==> src/design/tle_pkg.sv <==
// Shared types and constants for the terminal line editor.
// No dependencies; terminal_line_editor, tle_ctrl and tle_dp import this package.
`default_nettype none

package tle_pkg;

    // Line capacity after reset
    localparam logic [5:0] CAP_RESET = 6'd32;

    // Byte codes
    localparam logic [7:0] CH_NUL  = 8'h00;
    localparam logic [7:0] CH_BS   = 8'h08;
    localparam logic [7:0] CH_LF   = 8'h0A;
    localparam logic [7:0] CH_CR   = 8'h0D;
    localparam logic [7:0] CH_ESC  = 8'h1B;
    localparam logic [7:0] CH_DEL  = 8'h7F;
    localparam logic [7:0] CH_LBR  = 8'h5B;
    localparam logic [7:0] CH_K    = 8'h4B;
    localparam logic [7:0] CH_C    = 8'h43;
    localparam logic [7:0] CH_D    = 8'h44;
    localparam logic [7:0] CH_ZERO = 8'h30;

    // Result kinds
    localparam logic [1:0] KIND_ECHO = 2'd0;
    localparam logic [1:0] KIND_CHAR = 2'd1;
    localparam logic [1:0] KIND_DONE = 2'd2;

    // Echo ROM layout
    localparam logic [4:0] R_ERASE_B = 5'd0;
    localparam logic [4:0] R_ERASE_E = 5'd3;
    localparam logic [4:0] R_MOVE_B  = 5'd4;
    localparam logic [4:0] R_TENS    = 5'd6;
    localparam logic [4:0] R_UNITS   = 5'd7;
    localparam logic [4:0] R_MOVE_E  = 5'd12;
    localparam logic [4:0] R_NL_B    = 5'd13;
    localparam logic [4:0] R_NL_E    = 5'd14;
    localparam logic [4:0] R_RIGHT_B = 5'd15;
    localparam logic [4:0] R_RIGHT_E = 5'd17;
    localparam logic [4:0] R_LEFT_B  = 5'd18;
    localparam logic [4:0] R_LEFT_E  = 5'd20;
    localparam logic [4:0] R_RX      = 5'd21;

    // Line update applied when a byte is accepted
    typedef enum logic [2:0] {
        OP_NONE,
        OP_WRITE,
        OP_BACK,
        OP_RIGHT,
        OP_LEFT
    } t_op;

    // Source of an emitted result
    typedef enum logic [1:0] {
        SRC_ROM,
        SRC_CHAR,
        SRC_DONE
    } t_src;

    typedef struct packed {
        logic       accept;
        t_op        op;
        logic       emit;
        t_src       src;
        logic [4:0] rom_idx;
        logic       last;
        logic       drain_step;
        logic       line_clear;
    } t_cmd;

    typedef struct packed {
        logic full;
        logic len_zero;
        logic cur_eq_len;
        logic cur_lt_len;
        logic cur_nz;
        logic drain_last;
        logic out_free;
    } t_sts;

    // Echo sequences; digit and received-byte slots are filled by the datapath
    function automatic logic [7:0] echo_rom(input logic [4:0] idx);
        logic [7:0] b;
        unique case (idx)
            5'd0:    b = CH_BS;
            5'd1:    b = CH_ESC;
            5'd2:    b = CH_LBR;
            5'd3:    b = CH_K;
            5'd4:    b = CH_ESC;
            5'd5:    b = CH_LBR;
            5'd8:    b = CH_C;
            5'd9:    b = CH_BS;
            5'd10:   b = CH_ESC;
            5'd11:   b = CH_LBR;
            5'd12:   b = CH_K;
            5'd13:   b = CH_LF;
            5'd14:   b = CH_CR;
            5'd15:   b = CH_ESC;
            5'd16:   b = CH_LBR;
            5'd17:   b = CH_C;
            5'd18:   b = CH_ESC;
            5'd19:   b = CH_LBR;
            5'd20:   b = CH_D;
            default: b = CH_NUL;
        endcase
        return b;
    endfunction

endpackage

`default_nettype wire

==> src/design/tle_if.sv <==
// Channel interfaces of the terminal line editor: input bytes, results, config.
// No dependencies.
`default_nettype none

interface tle_in_if;
    logic       valid;
    logic       ready;
    logic [7:0] rx_byte;
    modport source (output valid, output rx_byte, input ready);
    modport sink   (input valid, input rx_byte, output ready);
endinterface

interface tle_out_if;
    logic       valid;
    logic       ready;
    logic [1:0] kind;
    logic [7:0] out_byte;
    logic [4:0] line_length;
    logic       last;
    modport source (output valid, output kind, output out_byte, output line_length,
                    output last, input ready);
    modport sink   (input valid, input kind, input out_byte, input line_length,
                    input last, output ready);
endinterface

interface tle_cfg_if;
    logic       valid;
    logic       ready;
    logic [5:0] line_capacity;
    modport source (output valid, output line_capacity, input ready);
    modport sink   (input valid, input line_capacity, output ready);
endinterface

`default_nettype wire

==> src/design/terminal_line_editor.sv <==
// Terminal line editor. Each received byte is accepted and then produces its
// results, one word per cycle on the result channel while the result side
// does not stall; the next byte is taken only once all results of the last
// one are issued. Some bytes (escape bytes, a no-op backspace or arrow) give
// no result. The single result register carries the words; the line store is
// read one character per cycle, unless the result side stalls, through a
// prefetched registered port.
// The result register lets the next byte be accepted while the last word of the
// previous one still waits. Capacity is written through the config channel,
// which is always ready; write it only while the block is idle.
// Depends on tle_pkg, tle_if, tle_ctrl and tle_dp.
`default_nettype none

module terminal_line_editor
    import tle_pkg::*;
#(
    // Depth of the line store; a line holds at most LINE_DEPTH - 1 characters
    parameter int LINE_DEPTH = 32
) (
    input  wire logic  i_clk,
    input  wire logic  i_rst_n,
    tle_in_if.sink     i_rx,
    tle_out_if.source  o_res,
    tle_cfg_if.sink    i_cfg
);

    t_cmd cmd;
    t_sts sts;
    logic in_ready;

    // The config channel is always ready
    assign i_cfg.ready = 1'b1;
    assign i_rx.ready  = in_ready;

    // Controller: byte decode, escape tracking, result sequencing
    tle_ctrl u_ctrl (
        .i_clk      (i_clk),
        .i_rst_n    (i_rst_n),
        .i_in_valid (i_rx.valid),
        .i_rx_byte  (i_rx.rx_byte),
        .o_in_ready (in_ready),
        .i_sts      (sts),
        .o_cmd      (cmd)
    );

    // Datapath: line store, cursor/length, digits, result register
    tle_dp #(
        .LINE_DEPTH (LINE_DEPTH)
    ) u_dp (
        .i_clk         (i_clk),
        .i_rst_n       (i_rst_n),
        .i_cfg_valid   (i_cfg.valid),
        .i_cfg_data    (i_cfg.line_capacity),
        .i_rx_byte     (i_rx.rx_byte),
        .i_cmd         (cmd),
        .o_sts         (sts),
        .i_out_ready   (o_res.ready),
        .o_out_valid   (o_res.valid),
        .o_kind        (o_res.kind),
        .o_out_byte    (o_res.out_byte),
        .o_line_length (o_res.line_length),
        .o_last        (o_res.last)
    );

endmodule

`default_nettype wire

==> src/design/tle_ctrl.sv <==
// Controller: decodes each byte, tracks escape sequences, sequences the results.
// Depends on tle_pkg.
`default_nettype none

module tle_ctrl
    import tle_pkg::*;
(
    input  wire logic       i_clk,
    input  wire logic       i_rst_n,
    input  wire logic       i_in_valid,
    input  wire logic [7:0] i_rx_byte,
    output logic            o_in_ready,
    input  wire t_sts       i_sts,
    output t_cmd            o_cmd
);

    typedef enum logic [1:0] {
        S_IDLE,
        S_ECHO,
        S_DRAIN,
        S_DONE
    } t_state;

    typedef enum logic [2:0] {
        E_IDLE,
        E_OPEN,
        E_SKIP,
        E_LETTER,
        E_TAIL
    } t_esc;

    t_state     r_state;
    t_esc       r_esc;
    logic       r_zero_form;
    logic [7:0] r_letter;
    logic [4:0] r_idx;
    logic [4:0] r_end;
    logic       r_close;

    t_esc       n_esc;
    logic       n_zero_form;
    logic [7:0] n_letter;

    logic       accept;
    logic       act;
    logic [7:0] letter;
    logic       p_echo;
    logic [4:0] p_beg;
    logic [4:0] p_end;
    logic       p_close;
    t_op        p_op;
    logic       erase;
    logic       move;

    assign o_in_ready = (r_state == S_IDLE);
    assign accept     = i_in_valid && o_in_ready;

    // Plan for the byte on the input
    always_comb begin
        n_esc       = r_esc;
        n_zero_form = r_zero_form;
        n_letter    = r_letter;
        act         = 1'b0;
        letter      = r_letter;
        p_echo      = 1'b0;
        p_beg       = R_RX;
        p_end       = R_RX;
        p_close     = 1'b0;
        p_op        = OP_NONE;
        erase       = i_sts.cur_eq_len && !i_sts.len_zero;
        move        = !i_sts.full && !i_sts.len_zero;
        if (r_esc != E_IDLE) begin
            unique case (r_esc)
                E_OPEN: begin
                    n_zero_form = (i_rx_byte == CH_NUL);
                    n_esc       = (i_rx_byte == CH_NUL) ? E_SKIP : E_LETTER;
                end
                E_SKIP: begin
                    n_esc = E_LETTER;
                end
                E_LETTER: begin
                    n_letter = i_rx_byte;
                    letter   = i_rx_byte;
                    if (r_zero_form) begin
                        n_esc = E_TAIL;
                    end else begin
                        n_esc = E_IDLE;
                        act   = 1'b1;
                    end
                end
                E_IDLE, E_TAIL: begin
                    n_esc = E_IDLE;
                    act   = 1'b1;
                end
            endcase
            if (act) begin
                priority if (letter == CH_C && i_sts.cur_lt_len) begin
                    p_echo = 1'b1;
                    p_beg  = R_RIGHT_B;
                    p_end  = R_RIGHT_E;
                    p_op   = OP_RIGHT;
                end else if (letter == CH_D && i_sts.cur_nz) begin
                    p_echo = 1'b1;
                    p_beg  = R_LEFT_B;
                    p_end  = R_LEFT_E;
                    p_op   = OP_LEFT;
                end else begin
                    p_echo = 1'b0;
                end
            end
        end else begin
            priority if (i_rx_byte == CH_BS || i_rx_byte == CH_DEL) begin
                p_echo  = erase || move;
                p_beg   = erase ? R_ERASE_B : R_MOVE_B;
                p_end   = move ? R_MOVE_E : R_ERASE_E;
                p_op    = move ? OP_BACK : OP_NONE;
                p_close = i_sts.full;
            end else if (i_rx_byte == CH_LF || i_rx_byte == CH_CR) begin
                p_echo  = 1'b1;
                p_beg   = R_NL_B;
                p_end   = R_NL_E;
                p_close = 1'b1;
            end else if (i_rx_byte == CH_ESC) begin
                p_close = i_sts.full;
                n_esc   = i_sts.full ? E_IDLE : E_OPEN;
            end else begin
                p_echo  = 1'b1;
                p_close = i_sts.full;
                p_op    = i_sts.full ? OP_NONE : OP_WRITE;
            end
        end
    end

    // Commands to the datapath
    always_comb begin
        o_cmd            = '0;
        o_cmd.accept     = accept;
        o_cmd.op         = accept ? p_op : OP_NONE;
        o_cmd.src        = SRC_ROM;
        o_cmd.rom_idx    = r_idx;
        unique case (r_state)
            S_IDLE: begin
                o_cmd.emit = 1'b0;
            end
            S_ECHO: begin
                o_cmd.emit = i_sts.out_free;
                o_cmd.last = (r_idx == r_end) && !r_close;
            end
            S_DRAIN: begin
                o_cmd.emit       = i_sts.out_free;
                o_cmd.src        = SRC_CHAR;
                o_cmd.drain_step = i_sts.out_free && !i_sts.drain_last;
            end
            S_DONE: begin
                o_cmd.emit       = i_sts.out_free;
                o_cmd.src        = SRC_DONE;
                o_cmd.last       = 1'b1;
                o_cmd.line_clear = i_sts.out_free;
            end
        endcase
    end

    always_ff @(posedge i_clk) begin
        if (!i_rst_n) begin
            r_state     <= S_IDLE;
            r_esc       <= E_IDLE;
            r_zero_form <= 1'b0;
            r_letter    <= CH_NUL;
            r_idx       <= R_RX;
            r_end       <= R_RX;
            r_close     <= 1'b0;
        end else begin
            unique case (r_state)
                S_IDLE: begin
                    if (accept) begin
                        r_esc       <= n_esc;
                        r_zero_form <= n_zero_form;
                        r_letter    <= n_letter;
                        r_idx       <= p_beg;
                        r_end       <= p_end;
                        r_close     <= p_close;
                        if (p_echo) begin
                            r_state <= S_ECHO;
                        end else if (p_close) begin
                            r_state <= i_sts.len_zero ? S_DONE : S_DRAIN;
                        end
                    end
                end
                S_ECHO: begin
                    if (i_sts.out_free) begin
                        if (r_idx == r_end) begin
                            if (r_close) begin
                                r_state <= i_sts.len_zero ? S_DONE : S_DRAIN;
                            end else begin
                                r_state <= S_IDLE;
                            end
                        end else begin
                            r_idx <= r_idx + 5'd1;
                        end
                    end
                end
                S_DRAIN: begin
                    if (i_sts.out_free && i_sts.drain_last) begin
                        r_state <= S_DONE;
                    end
                end
                S_DONE: begin
                    if (i_sts.out_free) begin
                        r_state <= S_IDLE;
                    end
                end
            endcase
        end
    end

    a_drain_nonempty: assert property (@(posedge i_clk) disable iff (!i_rst_n)
        (r_state == S_DRAIN) |-> !i_sts.len_zero)
        else $error("draining an empty line");

    a_echo_in_range: assert property (@(posedge i_clk) disable iff (!i_rst_n)
        (r_state == S_ECHO) |-> (r_idx <= r_end))
        else $error("echo index ran past its sequence");

endmodule

`default_nettype wire

==> src/design/tle_dp.sv <==
// Datapath: line store, cursor, length, capacity register and result register.
// Depends on tle_pkg.
`default_nettype none

module tle_dp
    import tle_pkg::*;
#(
    parameter int LINE_DEPTH = 32
) (
    input  wire logic       i_clk,
    input  wire logic       i_rst_n,
    input  wire logic       i_cfg_valid,
    input  wire logic [5:0] i_cfg_data,
    input  wire logic [7:0] i_rx_byte,
    input  wire t_cmd       i_cmd,
    output t_sts            o_sts,
    input  wire logic       i_out_ready,
    output logic            o_out_valid,
    output logic [1:0]      o_kind,
    output logic [7:0]      o_out_byte,
    output logic [4:0]      o_line_length,
    output logic            o_last
);

    localparam int LW = $clog2(LINE_DEPTH);
    localparam int CW = ($clog2(LINE_DEPTH + 1) > 6) ? $clog2(LINE_DEPTH + 1) : 6;

    logic [7:0]    r_store [LINE_DEPTH];
    logic [7:0]    r_rd_data;
    logic [5:0]    r_cap;
    logic [LW-1:0] r_cursor;
    logic [LW-1:0] r_length;
    logic [LW-1:0] r_cnt;
    logic [3:0]    r_tens;
    logic [3:0]    r_units;
    logic [7:0]    r_rx;
    logic          r_out_valid;
    logic [1:0]    r_kind;
    logic [7:0]    r_out_byte;
    logic [4:0]    r_line_length;
    logic          r_last;

    logic [CW-1:0] eff_cap;
    logic [CW-1:0] max_chars;
    logic [LW-1:0] diff;
    logic [15:0]   prod;
    logic [3:0]    tens;
    logic [3:0]    units;
    logic [LW:0]   cnt_inc;
    logic [LW-1:0] rd_addr;
    logic [LW-1:0] cur_inc;
    logic [LW-1:0] len_dec;
    logic          out_free;
    logic [7:0]    rom_byte;
    logic [7:0]    emit_byte;

    assign eff_cap   = (CW'(r_cap) > CW'(LINE_DEPTH)) ? CW'(LINE_DEPTH) : CW'(r_cap);
    assign max_chars = (eff_cap == '0) ? '0 : eff_cap - CW'(1);

    // Decimal digits of length - cursor (below 100): reciprocal multiply by 205/2048
    assign diff  = r_length - r_cursor;
    assign prod  = 16'(diff) * 16'd205;
    assign tens  = 4'(prod >> 11);
    assign units = 4'(16'(diff) - 16'(tens) * 16'd10);

    assign cnt_inc  = {1'b0, r_cnt} + (LW+1)'(1);
    assign cur_inc  = r_cursor + LW'(1);
    assign len_dec  = r_length - LW'(1);
    assign out_free = !r_out_valid || i_out_ready;

    // Prefetch the next line character so drain runs one per cycle while the result register is free
    always_comb begin
        priority if (i_cmd.accept) begin
            rd_addr = '0;
        end else if (i_cmd.drain_step) begin
            rd_addr = cnt_inc[LW-1:0];
        end else begin
            rd_addr = r_cnt;
        end
    end

    always_comb begin
        o_sts.full       = CW'(r_length) >= max_chars;
        o_sts.len_zero   = (r_length == '0);
        o_sts.cur_eq_len = (r_cursor == r_length);
        o_sts.cur_lt_len = (r_cursor < r_length);
        o_sts.cur_nz     = (r_cursor != '0);
        o_sts.drain_last = (cnt_inc == {1'b0, r_length});
        o_sts.out_free   = out_free;
    end

    always_comb begin
        priority if (i_cmd.rom_idx == R_TENS) begin
            rom_byte = CH_ZERO + {4'd0, r_tens};
        end else if (i_cmd.rom_idx == R_UNITS) begin
            rom_byte = CH_ZERO + {4'd0, r_units};
        end else if (i_cmd.rom_idx == R_RX) begin
            rom_byte = r_rx;
        end else begin
            rom_byte = echo_rom(i_cmd.rom_idx);
        end
    end

    always_comb begin
        unique case (i_cmd.src)
            SRC_ROM:  emit_byte = rom_byte;
            SRC_CHAR: emit_byte = r_rd_data;
            default:  emit_byte = CH_NUL;
        endcase
    end

    // Line store: one write port, one registered read port
    always_ff @(posedge i_clk) begin
        if (i_cmd.accept && i_cmd.op == OP_WRITE) begin
            r_store[r_cursor] <= i_rx_byte;
        end
        r_rd_data <= r_store[rd_addr];
    end

    always_ff @(posedge i_clk) begin
        if (!i_rst_n) begin
            r_cap       <= CAP_RESET;
            r_cursor    <= '0;
            r_length    <= '0;
            r_cnt       <= '0;
            r_out_valid <= 1'b0;
        end else begin
            if (i_cfg_valid) begin
                r_cap <= i_cfg_data;
            end
            if (i_cmd.accept) begin
                r_cnt <= '0;
                unique case (i_cmd.op)
                    OP_WRITE: begin
                        r_cursor <= cur_inc;
                        if (cur_inc > r_length) begin
                            r_length <= cur_inc;
                        end
                    end
                    OP_BACK: begin
                        r_length <= len_dec;
                        r_cursor <= len_dec;
                    end
                    OP_RIGHT: r_cursor <= cur_inc;
                    OP_LEFT:  r_cursor <= r_cursor - LW'(1);
                    default:  r_cursor <= r_cursor;
                endcase
            end else if (i_cmd.drain_step) begin
                r_cnt <= cnt_inc[LW-1:0];
            end
            if (i_cmd.line_clear) begin
                r_cursor <= '0;
                r_length <= '0;
            end
            if (i_cmd.emit) begin
                r_out_valid <= 1'b1;
            end else if (i_out_ready) begin
                r_out_valid <= 1'b0;
            end
        end
    end

    // Payload registers
    always_ff @(posedge i_clk) begin
        if (i_cmd.accept) begin
            r_rx    <= i_rx_byte;
            r_tens  <= tens;
            r_units <= units;
        end
        if (i_cmd.emit) begin
            unique case (i_cmd.src)
                SRC_ROM:  r_kind <= KIND_ECHO;
                SRC_CHAR: r_kind <= KIND_CHAR;
                default:  r_kind <= KIND_DONE;
            endcase
            r_out_byte    <= emit_byte;
            r_line_length <= (i_cmd.src == SRC_DONE) ? 5'(r_length) : 5'd0;
            r_last        <= i_cmd.last;
        end
    end

    assign o_out_valid   = r_out_valid;
    assign o_kind        = r_kind;
    assign o_out_byte    = r_out_byte;
    assign o_line_length = r_line_length;
    assign o_last        = r_last;

    a_cursor_in_line: assert property (@(posedge i_clk) disable iff (!i_rst_n)
        r_cursor <= r_length)
        else $error("cursor beyond line end");

    a_close_clears: assert property (@(posedge i_clk) disable iff (!i_rst_n)
        (i_cmd.emit && i_cmd.src == SRC_DONE) |=> (r_length == '0 && r_cursor == '0))
        else $error("line not cleared after completion");

    a_emit_when_free: assert property (@(posedge i_clk) disable iff (!i_rst_n)
        i_cmd.emit |-> out_free)
        else $error("result overwritten before it was taken");

endmodule

`default_nettype wire
==> src/flat_wrapper.sv <==
// flat-port wrapper written by rule: the top's interface ports become plain ports
module terminal_line_editor_flat import tle_pkg::*;
#(
                                                                              
    parameter int LINE_DEPTH = 32
)
  (i_clk, i_rst_n, i_rx_valid, i_rx_rx_byte, i_rx_ready, o_res_valid, o_res_kind, o_res_out_byte, o_res_line_length, o_res_last, o_res_ready, i_cfg_valid, i_cfg_line_capacity, i_cfg_ready);
  tle_in_if i_rx_i ();
  tle_out_if o_res_i ();
  tle_cfg_if i_cfg_i ();
  input  wire logic i_clk;
  input  wire logic i_rst_n;
  input wire logic [$bits(i_rx_i.valid)-1:0] i_rx_valid;
  input wire logic [$bits(i_rx_i.rx_byte)-1:0] i_rx_rx_byte;
  output wire logic [$bits(i_rx_i.ready)-1:0] i_rx_ready;
  output wire logic [$bits(o_res_i.valid)-1:0] o_res_valid;
  output wire logic [$bits(o_res_i.kind)-1:0] o_res_kind;
  output wire logic [$bits(o_res_i.out_byte)-1:0] o_res_out_byte;
  output wire logic [$bits(o_res_i.line_length)-1:0] o_res_line_length;
  output wire logic [$bits(o_res_i.last)-1:0] o_res_last;
  input wire logic [$bits(o_res_i.ready)-1:0] o_res_ready;
  input wire logic [$bits(i_cfg_i.valid)-1:0] i_cfg_valid;
  input wire logic [$bits(i_cfg_i.line_capacity)-1:0] i_cfg_line_capacity;
  output wire logic [$bits(i_cfg_i.ready)-1:0] i_cfg_ready;
  assign i_rx_i.valid = i_rx_valid;
  assign i_rx_i.rx_byte = i_rx_rx_byte;
  assign i_rx_ready = i_rx_i.ready;
  assign o_res_valid = o_res_i.valid;
  assign o_res_kind = o_res_i.kind;
  assign o_res_out_byte = o_res_i.out_byte;
  assign o_res_line_length = o_res_i.line_length;
  assign o_res_last = o_res_i.last;
  assign o_res_i.ready = o_res_ready;
  assign i_cfg_i.valid = i_cfg_valid;
  assign i_cfg_i.line_capacity = i_cfg_line_capacity;
  assign i_cfg_ready = i_cfg_i.ready;
  terminal_line_editor #(.LINE_DEPTH(LINE_DEPTH)) u_core (.i_clk(i_clk), .i_rst_n(i_rst_n), .i_rx(i_rx_i), .o_res(o_res_i), .i_cfg(i_cfg_i));
endmodule
==> config.mk <==
export PLATFORM = sky130hd
export DESIGN_NAME = terminal_line_editor_flat
export DESIGN_NICKNAME = d
export VERILOG_FILES = /design/src/design/tle_pkg.sv /design/src/design/tle_if.sv /design/src/design/terminal_line_editor.sv /design/src/design/tle_ctrl.sv /design/src/design/tle_dp.sv /design/src/flat_wrapper.sv
export SDC_FILE = /design/constraint.sdc
export NUM_CORES = 1
export LEC_CHECK = 0
export ABC_AREA = 1
export ABC_CLOCK_PERIOD_IN_PS = 6800
export BUFFER_PORTS_ARGS = -buffer_cell sky130_fd_sc_hd__buf_4
export CORE_ASPECT_RATIO = 2
export CORE_MARGIN = 4
export CORE_UTILIZATION = 40
export CTS_BUF_LIST = sky130_fd_sc_hd__clkbuf_16
export CTS_CLUSTER_DIAMETER = 50
export DETAILED_ROUTE_END_ITERATION = 10
export SLEW_MARGIN = 10
export SYNTH_ARGS = -nofsm -noshare
export SYNTH_HDL_FRONTEND = slang
export SYNTH_SLANG_ARGS = --single-unit
==> constraint.sdc <==
create_clock -name i_clk -period 6.8 [get_ports i_clk]
set_input_delay 0.34 -clock i_clk [delete_from_list [all_inputs] [get_ports i_clk]]
set_output_delay 0.34 -clock i_clk [all_outputs]
set_load 0.05 [all_outputs]
* After elaboration in Yosys (flattened, before gate mapping)
Memory sizes are Yosys's and may differ from the RTL's. A register that Yosys moved wholly into a read port is not among the register bits.
Cells that the tools add are included.
** Storage, ports and cells
- Memories kept :: 2
- Input bits :: 19
- Register bits after elaboration :: 77
- Memory bits (writable) :: 256
- Bits in read-only memories :: 192
- Output and inout port bits :: 19
** Cells by class
- Magnitude comparators :: 4
- Equality and inequality tests :: 36
- Bitwise operators :: 1
- Add/subtract/negate cells :: 10
- Reduce and logical (&&, ||, !) cells :: 43
- $mul :: 2
- Muxes and demuxes :: 83
** Memories
- u_core.u_dp.r_store :: depth 32, bits a word 8, rd ports 1, clocked after Yosys merged registers in 1, wr ports 1, RTL line tle_dp.sv:28 : logic [7:0] r_store [LINE_DEPTH];
- (name not given) :: depth 32, bits a word 6, rd ports 1, clocked after Yosys merged registers in 1, wr ports 0, RTL line tle_pkg.sv:83 : unique case (idx)
** Operators by type and width (number)
- 5-bit 2-to-1 mux :: 16
- 3-bit 2-to-1 mux :: 14
- 8-bit 2-to-1 mux :: 5
- 8-bit by 4-bit equality test with 1-bit output, second input constant :: 3
- 8-bit by 7-bit equality test with 1-bit output, second input constant :: 3
- 1-bit 2-to-1 mux :: 24
- 2-bit 2-to-1 mux :: 10
- 5-bit one-hot mux with 2 select lines :: 2
- 8-bit one-hot mux with 2 select lines :: 1
- 5-bit one-hot mux with 3 select lines :: 1
- 2-bit != test, second input constant :: 7
- 5-bit by 8-bit multiplier with 13-bit output, second input constant :: 1
- 3-bit by 2-bit equality test with 1-bit output, second input constant :: 4
- 6-bit 2-to-1 mux :: 2
- 3-bit one-hot mux with 4 select lines :: 1
- 5-bit by 1-bit adder with 5-bit output, second input constant :: 2
- 5-bit by 3-bit equality test with 1-bit output, second input constant :: 2
- 5-bit equality test :: 2
- 5-bit by 1-bit subtractor with 5-bit output, second input constant :: 2
- 1-bit logical AND :: 9
- 8-bit by 5-bit equality test with 1-bit output, second input constant :: 1
- 8-bit zero test :: 1
- 2-bit one-hot mux with 2 select lines :: 2
- 2-bit one-hot mux with 4 select lines :: 1
- other kinds (38) :: 63

* Depth between registers and ports, before layout
Gate-level depths: netlist of run 1.
- Depth after elaboration :: 15
- Mapped depth :: 26
- Depth with buffers taken out :: 26

* Hierarchy
A second synthesis of run 1 with hierarchy kept.
** Unflattened totals
- Cells, all modules :: 1960
- Area, all modules :: 17719.5 sq um
** By module, submodules not included
- tle_dp :: cells an instance 1669, instances 1, area each 15862.7 sq um
- tle_ctrl :: cells an instance 289, instances 1, area each 1845.5 sq um
- terminal_line_editor :: cells an instance 2, instances 1, area each 11.3 sq um

* Least setup slack after synthesis of run 1
No wires, ideal clock.
- Kind :: flip-flop to flip-flop
- Start point :: register u_core.u_dp.r_length[0]
- End point :: register u_core.u_dp.r_units[3] (data pin)
- Path slack :: 2.106 ns
- Library setup time :: 0.268 ns
- Data arrival time :: 4.426 ns
- Cell stages (with the launch flop) :: 23
- Path buffers :: 0
- Clock period less this slack :: 4.694 ns
- Cells stage by stage :: dfxtp_1 > inv_1 > ha_1 > inv_1 > fa_1 > a21oi_1 > o21ai_0 > xor2_1 > ha_1 > ha_1 > inv_1 > fa_1 > inv_1 > ha_1 > a21oi_1 > nand2_1 > nand4_1 > o211ai_1 > xor2_1 > ha_1 > fa_1 > xnor2_1 > xor2_1
** On the way
- Word-level cells in the longest chain between the ends :: 4
** Ends and longest elaborated chain
- from (decl) :: RTL line tle_dp.sv:32 : logic [LW-1:0] r_length;
- from (signal assigned) :: RTL line tle_dp.sv:137 : r_length <= cur_inc;
- from (signal assigned) :: RTL line tle_dp.sv:141 : r_length <= len_dec;
- 5-bit subtractor :: RTL line tle_dp.sv:61 : assign diff = r_length - r_cursor;
- 5-bit by 8-bit multiplier with 13-bit output :: RTL line tle_dp.sv:62 : assign prod = 16'(diff) * 16'd205;
- via u_core.u_dp.prod[11] :: RTL line tle_dp.sv:46 : logic [15:0] prod;
- 2-bit by 3-bit multiplier with 3-bit output :: RTL line tle_dp.sv:64 : assign units = 4'(16'(diff) - 16'(tens) * 16'd10);
- 4-bit subtractor :: RTL line tle_dp.sv:64
- via u_core.u_dp.units[3] :: RTL line tle_dp.sv:48 : logic [3:0] units;
- to (signal assigned) :: RTL line tle_dp.sv:168 : r_units <= units;
- to (decl) :: RTL line tle_dp.sv:35 : logic [3:0] r_units;
The timed path passes the listed nets, and every way through them passes these cells.
A chain may end at the register's enable or synchronous reset.

* Worst setup path after layout of run 1
Ends and elaborated chain as after synthesis.

==> results.ini, run 1 <==
[route]
routed_wl_um = 50400
wire_per_inst_um = 20.0
drt_first_pass_iters = 6
first_iter_violations = 925
vias = 13500
routed_via_density = 5.35
drc = 0
detail-route-antenna-nets = 0

[clock_network]
cts_setup_buffers = 0
cts.root.buffer_cell = sky130_fd_sc_hd__clkbuf_16
clock_tree_from_tritoncts = yes
tritoncts.num_buffers = 30
clkLatencyLatePin_ns = 0.59
cts_num_sinks = 347
cts.path.max_buffers = 3
worst_setup_hold_path_clk_slew_ns = 0.07
holdBufCountCts = 6
post_cts.resized_instances = 0
h-tree-depth = 1

[timing]
fin_worst_skew_ns = 0.0273
fmax_mhz = 192
setup_failing_eps_final = 0
final_hold_viol_count = 0
finalMaxSlewViolations = 0
setup_slack_ns = 1.59
grt_setup_unrepaired = false
worst-slew-pin-transition_ns = 1.08
fin_tns_setup_ns = 0
worst_slew_margin_rel_pct = 27.8
final_min_period_over_clock_period_pct = 76.6
layout_min_cycle_time_ns = 5.21

[die]
dieArea_um2 = 47600
initial_utilization_pct = 40.5
coreArea_um2 = 43500
placementRows = 108
ioPinCount = 38
floorplan.die.height_um = 305
die_w_um = 156

[synthesis]
synth.top_cells.by_count = sky130_fd_sc_hd__nand2_1 (366), sky130_fd_sc_hd__inv_1 (355), sky130_fd_sc_hd__edfxtp_1 (286)
dominantRegCellSynth = sky130_fd_sc_hd__edfxtp_1
synthesis.area_per_instance_um2 = 9.03
synth_top_cells_by_area = sky130_fd_sc_hd__edfxtp_1 (49%), sky130_fd_sc_hd__nand3_1 (7.8%), sky130_fd_sc_hd__nand2_1 (7.8%)
synth.ff_latch_count = 347
synth_top_area_cell = sky130_fd_sc_hd__edfxtp_1
synth.distinct_cells = 49
async_reset_ff_share_pct = 0
post_synth_instance_area_um2 = 17600
netlist_instances = 1951
yosysMostFrequentCell = sky130_fd_sc_hd__nand2_1
post_synth_top_area_share_pct = 48.8
yosysWarningCount = 0
synth.yosys.seq_area_share_pct = 55.7
synth_edf_count = 286
synth.net_count = 2029

[cells_and_area]
area_growth_syn_to_layout_pct = 10.0
nFillCells = 4275
final_layout_size_suffix_gt1_share_pct = 6.43
total_area_of_multi_input_combinational_cells_um2 = 6070
final_nets = 2028
area.sequential_um2 = 9810
n_antenna_cell = 0
final-instance-count-excl-fill = 2524

[grt]
global_route.usage.total_pct = 20.7
grt_max_degree = 99
gr-total-overflow = 0
global_route_wire_length_before_repair_um = 76300
antenna_found_initial = 0
via_count_of_the_first_global_routing_pass = 13300

[worst_setup_path]
critPathCaptureType = register
start_kind = register
worst-endpoint-arrival_ns = 5.53
path_class = register to register
max_stage_delay_ns = 0.53
timing.critical_path.cells = inv_1 -> ha_1 -> inv_1 -> fa_1 -> xnor2_1 -> inv_1 -> ha_1 -> ha_1 -> inv_1 -> fa_1 -> inv_1 -> ha_1 -> a21oi_1 -> nand2_1 -> nand4_1 -> o211ai_1 -> xor2_1 -> ha_1 -> fa_1 -> xnor2_1 -> xor2_1
cp_slowest_cell = sky130_fd_sc_hd__fa_1
crit_fanout = 8
cp.required_ns = 7.12

[place]
place_inst = 2462
pre_cts_ws_ns = 1.59
place.gp.congestion = 0.907
hpwlAfterDp_um = 34300
place.port_buffers = 36

[run_status]
run_status = finished, final reports clean

[pwr]
p_leak_nw = 8.45
vdd_drop_max_v = 0.000724
pwr_density_cell_nw_per_um2 = 458

[min_path]
min_path_type = input pin to register

[run]
max-cap-violations = 0

## report_power, final
group / internal [W] / switching [W]
combinational: 0.00136 / 0.00300
clock: 0.000933 / 0.000814
sequential: 0.00260 / 0.000151
## worst max-delay path, delay by kind of cell, from the launching register on
kind                       cells  cell delay, ns
adders and majority gates      8            2.62
xor gates and xnor gates       4            0.99
AOI/OAI and AO/OA              2            0.26
and+or+nand+nor                2            0.17
buffers and inverters          5            0.58
DFF                            1            0.34
## metrics by stage
stage          utilization (%)  cell area, um2  hold WS [ns]  power, W
6_report                  44.5           19400        0.0511   0.00886
5_1_grt                   44.5           19400        0.0580   0.00950
4_1_cts                   44.5           19400        0.0269   0.00891
3_5_place_dp              42.1           18300         0.476   0.00715
3_3_place_gp              42.1           18300         0.460   0.00712
2_1_floorplan                -           17600         0.439   0.00574
## layer usage
layer  global-route usage, %  routed length [um]  up-vias  share of wire (%)
met5                       0                   0        -                  0
met1                    20.9               17300     6487                 34
met4                    10.6                2790        0                5.5
met2                    41.0               28800      365                 57
met3                    1.49                1480      126                2.9
li1                        -                   -     6528                  -
## cell type report
class | count | area share, %
inverter | 360 | 6.98
clock inverter | 26 | 1.25
tap | 550 | 3.55
sequential | 347 | 50.6
timing repair buffer | 59 | 2.36
clock buffer | 30 | 3.88
multi-input combinational | 1152 | 31.3
## registers in the layout, indices dropped and copies added (netlist names), named ones only
register,flops
u_core.u_dp.r_rd_data,8
u_core.u_ctrl.r_esc,3
u_core.u_ctrl.r_close,1
u_core.u_dp.o_out_byte,8
u_core.u_ctrl.r_zero_form,1
u_core.u_dp.o_out_valid,1
u_core.u_dp.r_length,5
u_core.u_dp.r_cnt,5
u_core.u_dp.o_kind,2
u_core.u_dp.r_store,256
u_core.u_dp.r_tens,2
u_core.u_ctrl.r_end,5
u_core.u_ctrl.r_idx,5
u_core.u_dp.o_line_length,5
u_core.u_dp.r_cap,6
u_core.u_ctrl.r_state,2
u_core.u_dp.r_cursor,5
u_core.u_dp.r_rx,8
u_core.u_ctrl.r_letter,8
u_core.u_dp.r_units,4
u_core.u_dp.o_last,1
## layout by cell type, fill, tap and decap left out, types with 5 or more instances in the layout
cell                              n
sky130_fd_sc_hd__o211ai_1         7
sky130_fd_sc_hd__nor3_1          12
sky130_fd_sc_hd__nand4_1        138
sky130_fd_sc_hd__edfxtp_1       286
sky130_fd_sc_hd__nand3_1        274
sky130_fd_sc_hd__ha_1            55
sky130_fd_sc_hd__xnor2_1          7
sky130_fd_sc_hd__inv_1          356
sky130_fd_sc_hd__nand2_1        364
sky130_fd_sc_hd__clkinv_1        11
sky130_fd_sc_hd__o21ai_1          8
sky130_fd_sc_hd__dlygate4sd3_1    6
sky130_fd_sc_hd__nor2_1         120
sky130_fd_sc_hd__dfxtp_1         61
sky130_fd_sc_hd__a21oi_1         44
sky130_fd_sc_hd__xor2_1          11
sky130_fd_sc_hd__clkbuf_16       30
sky130_fd_sc_hd__buf_4           53
sky130_fd_sc_hd__o21ai_0         56
sky130_fd_sc_hd__nand2_2          5
## worst paths after layout
kind,from,to,slack [ns],cells after the start
setup reg to reg,u_core.u_dp.r_length[0],u_core.u_dp.r_units[3],1.59,21
setup / recovery,u_core.u_dp.r_length[0],u_core.u_dp.r_units[3],1.59,21
hold reg to reg,u_core.u_ctrl.r_end[1],u_core.u_ctrl.r_end[1],0.49,2
hold / removal,i_cfg_line_capacity[4],u_core.u_dp.r_cap[4],0.05,3
## kinds of logic after synthesis
logic type               count (synthesis)  synth area share (%)
AO/OA/AOI/OAI                          136                  4.34
flip-flops                             347                  55.7
other                                    1                0.0213
adder cells (fa/ha/maj)                 59                  4.36
buffers and inverters                  452                  10.0
XOR/XNOR                                18                 0.895
AND/OR/NAND/NOR                        938                  24.6
Power figures use the tool's default switching activity.
==> run 2: changes to the inputs <==
--- a/config.mk
+++ b/config.mk
@@ -6,7 +6,7 @@
 export NUM_CORES = 1
 export LEC_CHECK = 0
 export ABC_AREA = 1
-export ABC_CLOCK_PERIOD_IN_PS = 6800
+export ABC_CLOCK_PERIOD_IN_PS = 4600
 export BUFFER_PORTS_ARGS = -buffer_cell sky130_fd_sc_hd__buf_4
 export CORE_ASPECT_RATIO = 2
 export CORE_MARGIN = 4
==> constraint.sdc (replaced) <==
create_clock -name i_clk -period 4.6 [get_ports i_clk]
set_input_delay 0.23 -clock i_clk [delete_from_list [all_inputs] [get_ports i_clk]]
set_output_delay 0.23 -clock i_clk [all_outputs]
set_load 0.05 [all_outputs]
==> results.ini, run 2 (synthesis results as in run 1) <==
[place]
placement.cell_area_um2 = 18800  ; +2.8%
place.gp.congestion = 0.937  ; +3.3%
hpwlAfterDp_um = 34500  ; +0.54%
place.port_buffers = 36  ; unchanged
place_inst = 2524  ; +2.5%

[clock_network]
clkLatencyLatePin_ns = 0.57  ; -0.02 ns
clock_tree_from_tritoncts = yes
h-tree-depth = 1  ; unchanged
worst_setup_hold_path_clk_slew_ns = 0.07  ; about the same
cts.root.buffer_cell = sky130_fd_sc_hd__clkbuf_16
tritoncts.num_buffers = 30  ; unchanged
cts_num_sinks = 347  ; unchanged
cts.path.max_buffers = 3  ; unchanged

[cells_and_area]
regMostFlops = u_core.u_dp.r_store
final_nets = 2099  ; +3.5%
n_antenna_cell = 0  ; unchanged
total_area_of_multi_input_combinational_cells_um2 = 6190  ; +2.0%
area.sequential_um2 = 9810  ; about the same
final-instance-count-excl-fill = 2595  ; +2.8%
nFillCells = 4131  ; -3.4%
layout_commonest_cell = sky130_fd_sc_hd__nand2_1
highest_count_cells_in_the_layout_ignoring_fill_and_taps = sky130_fd_sc_hd__nand2_1 (361), sky130_fd_sc_hd__inv_1 (358), sky130_fd_sc_hd__edfxtp_1 (286)
final_area_um2 = 20000  ; +3.5%
largest_reg_flops = 256  ; unchanged
area_growth_syn_to_layout_pct = 13.9
final_layout_size_suffix_gt1_share_pct = 10.4  ; +3.9 points

[timing]
setup_failing_eps_final = 0  ; unchanged
fin_worst_skew_ns = 0.00890  ; -0.0184 ns
final_min_period_over_clock_period_pct = 96.5  ; +20 points
worst-slew-pin-transition_ns = 0.780  ; -0.303 ns
final_hold_viol_count = 0  ; unchanged
grt_setup_unrepaired = false
fmax_mhz = 225  ; +17%
layout_min_cycle_time_ns = 4.44  ; -0.768 ns
finalMaxSlewViolations = 0  ; unchanged
worst_slew_margin_rel_pct = 48.0  ; +20 points

[die]
floorplan.die.height_um = 305  ; unchanged
initial_utilization_pct = 40.5  ; unchanged
ioPinCount = 38  ; unchanged
dieArea_um2 = 47600  ; unchanged
die_w_um = 156  ; unchanged
placementRows = 108  ; unchanged
coreArea_um2 = 43500  ; unchanged

[grt]
antenna_found_initial = 0  ; unchanged
grt_max_degree = 121  ; +22%
gr-total-overflow = 0  ; unchanged
global_route_wire_length_before_repair_um = 78400  ; +2.8%
global_route.usage.total_pct = 21.2  ; +0.44 points
via_count_of_the_first_global_routing_pass = 14200  ; +6.7%

[min_path]
hold_depth = 2  ; -1
hold_path_end = u_core.u_ctrl.r_end[4]
hold_path.startpoint = i_rst_n
min_path_type = input pin to register

[worst_setup_path]
path_class = register to register
worst-endpoint-arrival_ns = 4.76  ; -0.77 ns
critical_path.reg2reg.endpoint = u_core.u_dp.r_units[3]
critPathCaptureType = register
cp.required_ns = 4.92  ; -2.20 ns
r2r.worst_path.cells = 22  ; +4.8%
start_kind = register
crit_fanout = 2  ; -6
critical_path.reg2reg.startpoint = u_core.u_dp.r_length[0]
rrSetupSlack_ns = 0.16  ; -1.43 ns

[pwr]
p_leak_nw = 8.86  ; +4.9%
vdd_drop_max_v = 0.00116  ; +60%
totalPowerFinal_w = 0.0139  ; +57%
pwr_density_cell_nw_per_um2 = 694  ; +52%

[run]
max-cap-violations = 0  ; unchanged

[route]
routed_via_density = 5.30  ; -0.89%
vias = 13800  ; +1.9%
first_iter_violations = 778  ; -16%
detail-route-antenna-nets = 0  ; unchanged
wire_per_inst_um = 19.5  ; -2.4%
drc = 0  ; unchanged
drt_first_pass_iters = 5  ; -1
routed_wl_um = 50600  ; +0.39%

[run_status]
run_status = finished, final reports clean

[run 2: metal layers]
layer  global-route usage [%]  share of wire, %  up-vias
li1                         -                 -     6662
met1                     20.8                33     6553
met2                     40.6                55      386
met3                     2.07               3.6      162
met4                     14.0               7.4        0
met5                        0                 0        -
[run 2: worst max-delay path, stage by stage (launching register included)]
cell and delay [ns]:
sky130_fd_sc_hd__dfxtp_2 0.32, sky130_fd_sc_hd__inv_2 0.06, sky130_fd_sc_hd__ha_4 0.12, sky130_fd_sc_hd__inv_2 0.04
sky130_fd_sc_hd__fa_2 0.35, sky130_fd_sc_hd__a21oi_2 0.14, sky130_fd_sc_hd__o21ai_2 0.07, sky130_fd_sc_hd__xor2_1 0.21
sky130_fd_sc_hd__ha_1 0.31, sky130_fd_sc_hd__ha_4 0.29, sky130_fd_sc_hd__inv_2 0.04, sky130_fd_sc_hd__fa_1 0.55
sky130_fd_sc_hd__inv_2 0.05, sky130_fd_sc_hd__ha_4 0.21, sky130_fd_sc_hd__a21oi_2 0.11, sky130_fd_sc_hd__nand2_1 0.07
sky130_fd_sc_hd__nand4_1 0.08, sky130_fd_sc_hd__o211ai_1 0.13, sky130_fd_sc_hd__xor2_1 0.19, sky130_fd_sc_hd__ha_2 0.21
sky130_fd_sc_hd__fa_2 0.36, sky130_fd_sc_hd__xnor2_2 0.15, sky130_fd_sc_hd__xor2_1 0.14
[run 2: power by group]
| part | switching (W) | total (W) | internal [W] |
|---|---|---|---|
| combinational | 0.00475 | 0.00742 | 0.00267 |
| clock | 0.00115 | 0.00247 | 0.00132 |
| sequential | 0.000168 | 0.00402 | 0.00385 |
| total | 0.00607 | 0.0139 | 0.00783 |
[run 2: how the worst max path moves through the flow]
stage | startpoint | endpoint
global route | u_core.u_dp.r_length[0] | u_core.u_dp.r_units[3]
floorplan | u_core.u_dp.r_length[0] | u_core.u_dp.r_units[3]
finish | u_core.u_dp.r_length[0] | u_core.u_dp.r_units[3]
detailed placement | u_core.u_dp.r_length[0] | u_core.u_dp.r_units[3]
CTS | u_core.u_dp.r_length[0] | u_core.u_dp.r_units[3]
global placement | u_core.u_dp.r_length[0] | u_core.u_dp.r_units[3]
[run 2: cell type report]
type	count	area share, %
Timing Repair Buffer	130	5.28
Tap cell	550	3.43
Clock buffer	32	3.99
Inverter	360	6.74
Clock inverter	24	0.736
Sequential cell	347	48.9
Multi-Input combinational cell	1152	30.9
[run 2: per-stage QoR]
stage / setup TNS (ns) / util [%] / setup WS (ns) / hold slack (ns)
floorplan: 0 / - / 0.0121 / 0.329
global placement: -0.107 / 43.3 / -0.107 / 0.458
detailed placement: -0.120 / 43.3 / -0.120 / 0.459
CTS: 0 / 45.9 / 0.00300 / 0.00786
global route: 0 / 46.1 / 0.00894 / 0.0285
finish: 0 / 46.1 / 0.162 / 0.0248
[run 2: timing repair]
action                                 in CTS  in global routing
endpoints found under the hold margin       6                  0
setup endpoints to repair                   1                259
hold buffers                               13                  0
resized for setup                          16                 10
cloned                                      0                  0
buffers inserted                            0                  2
pin swaps                                  15                 15
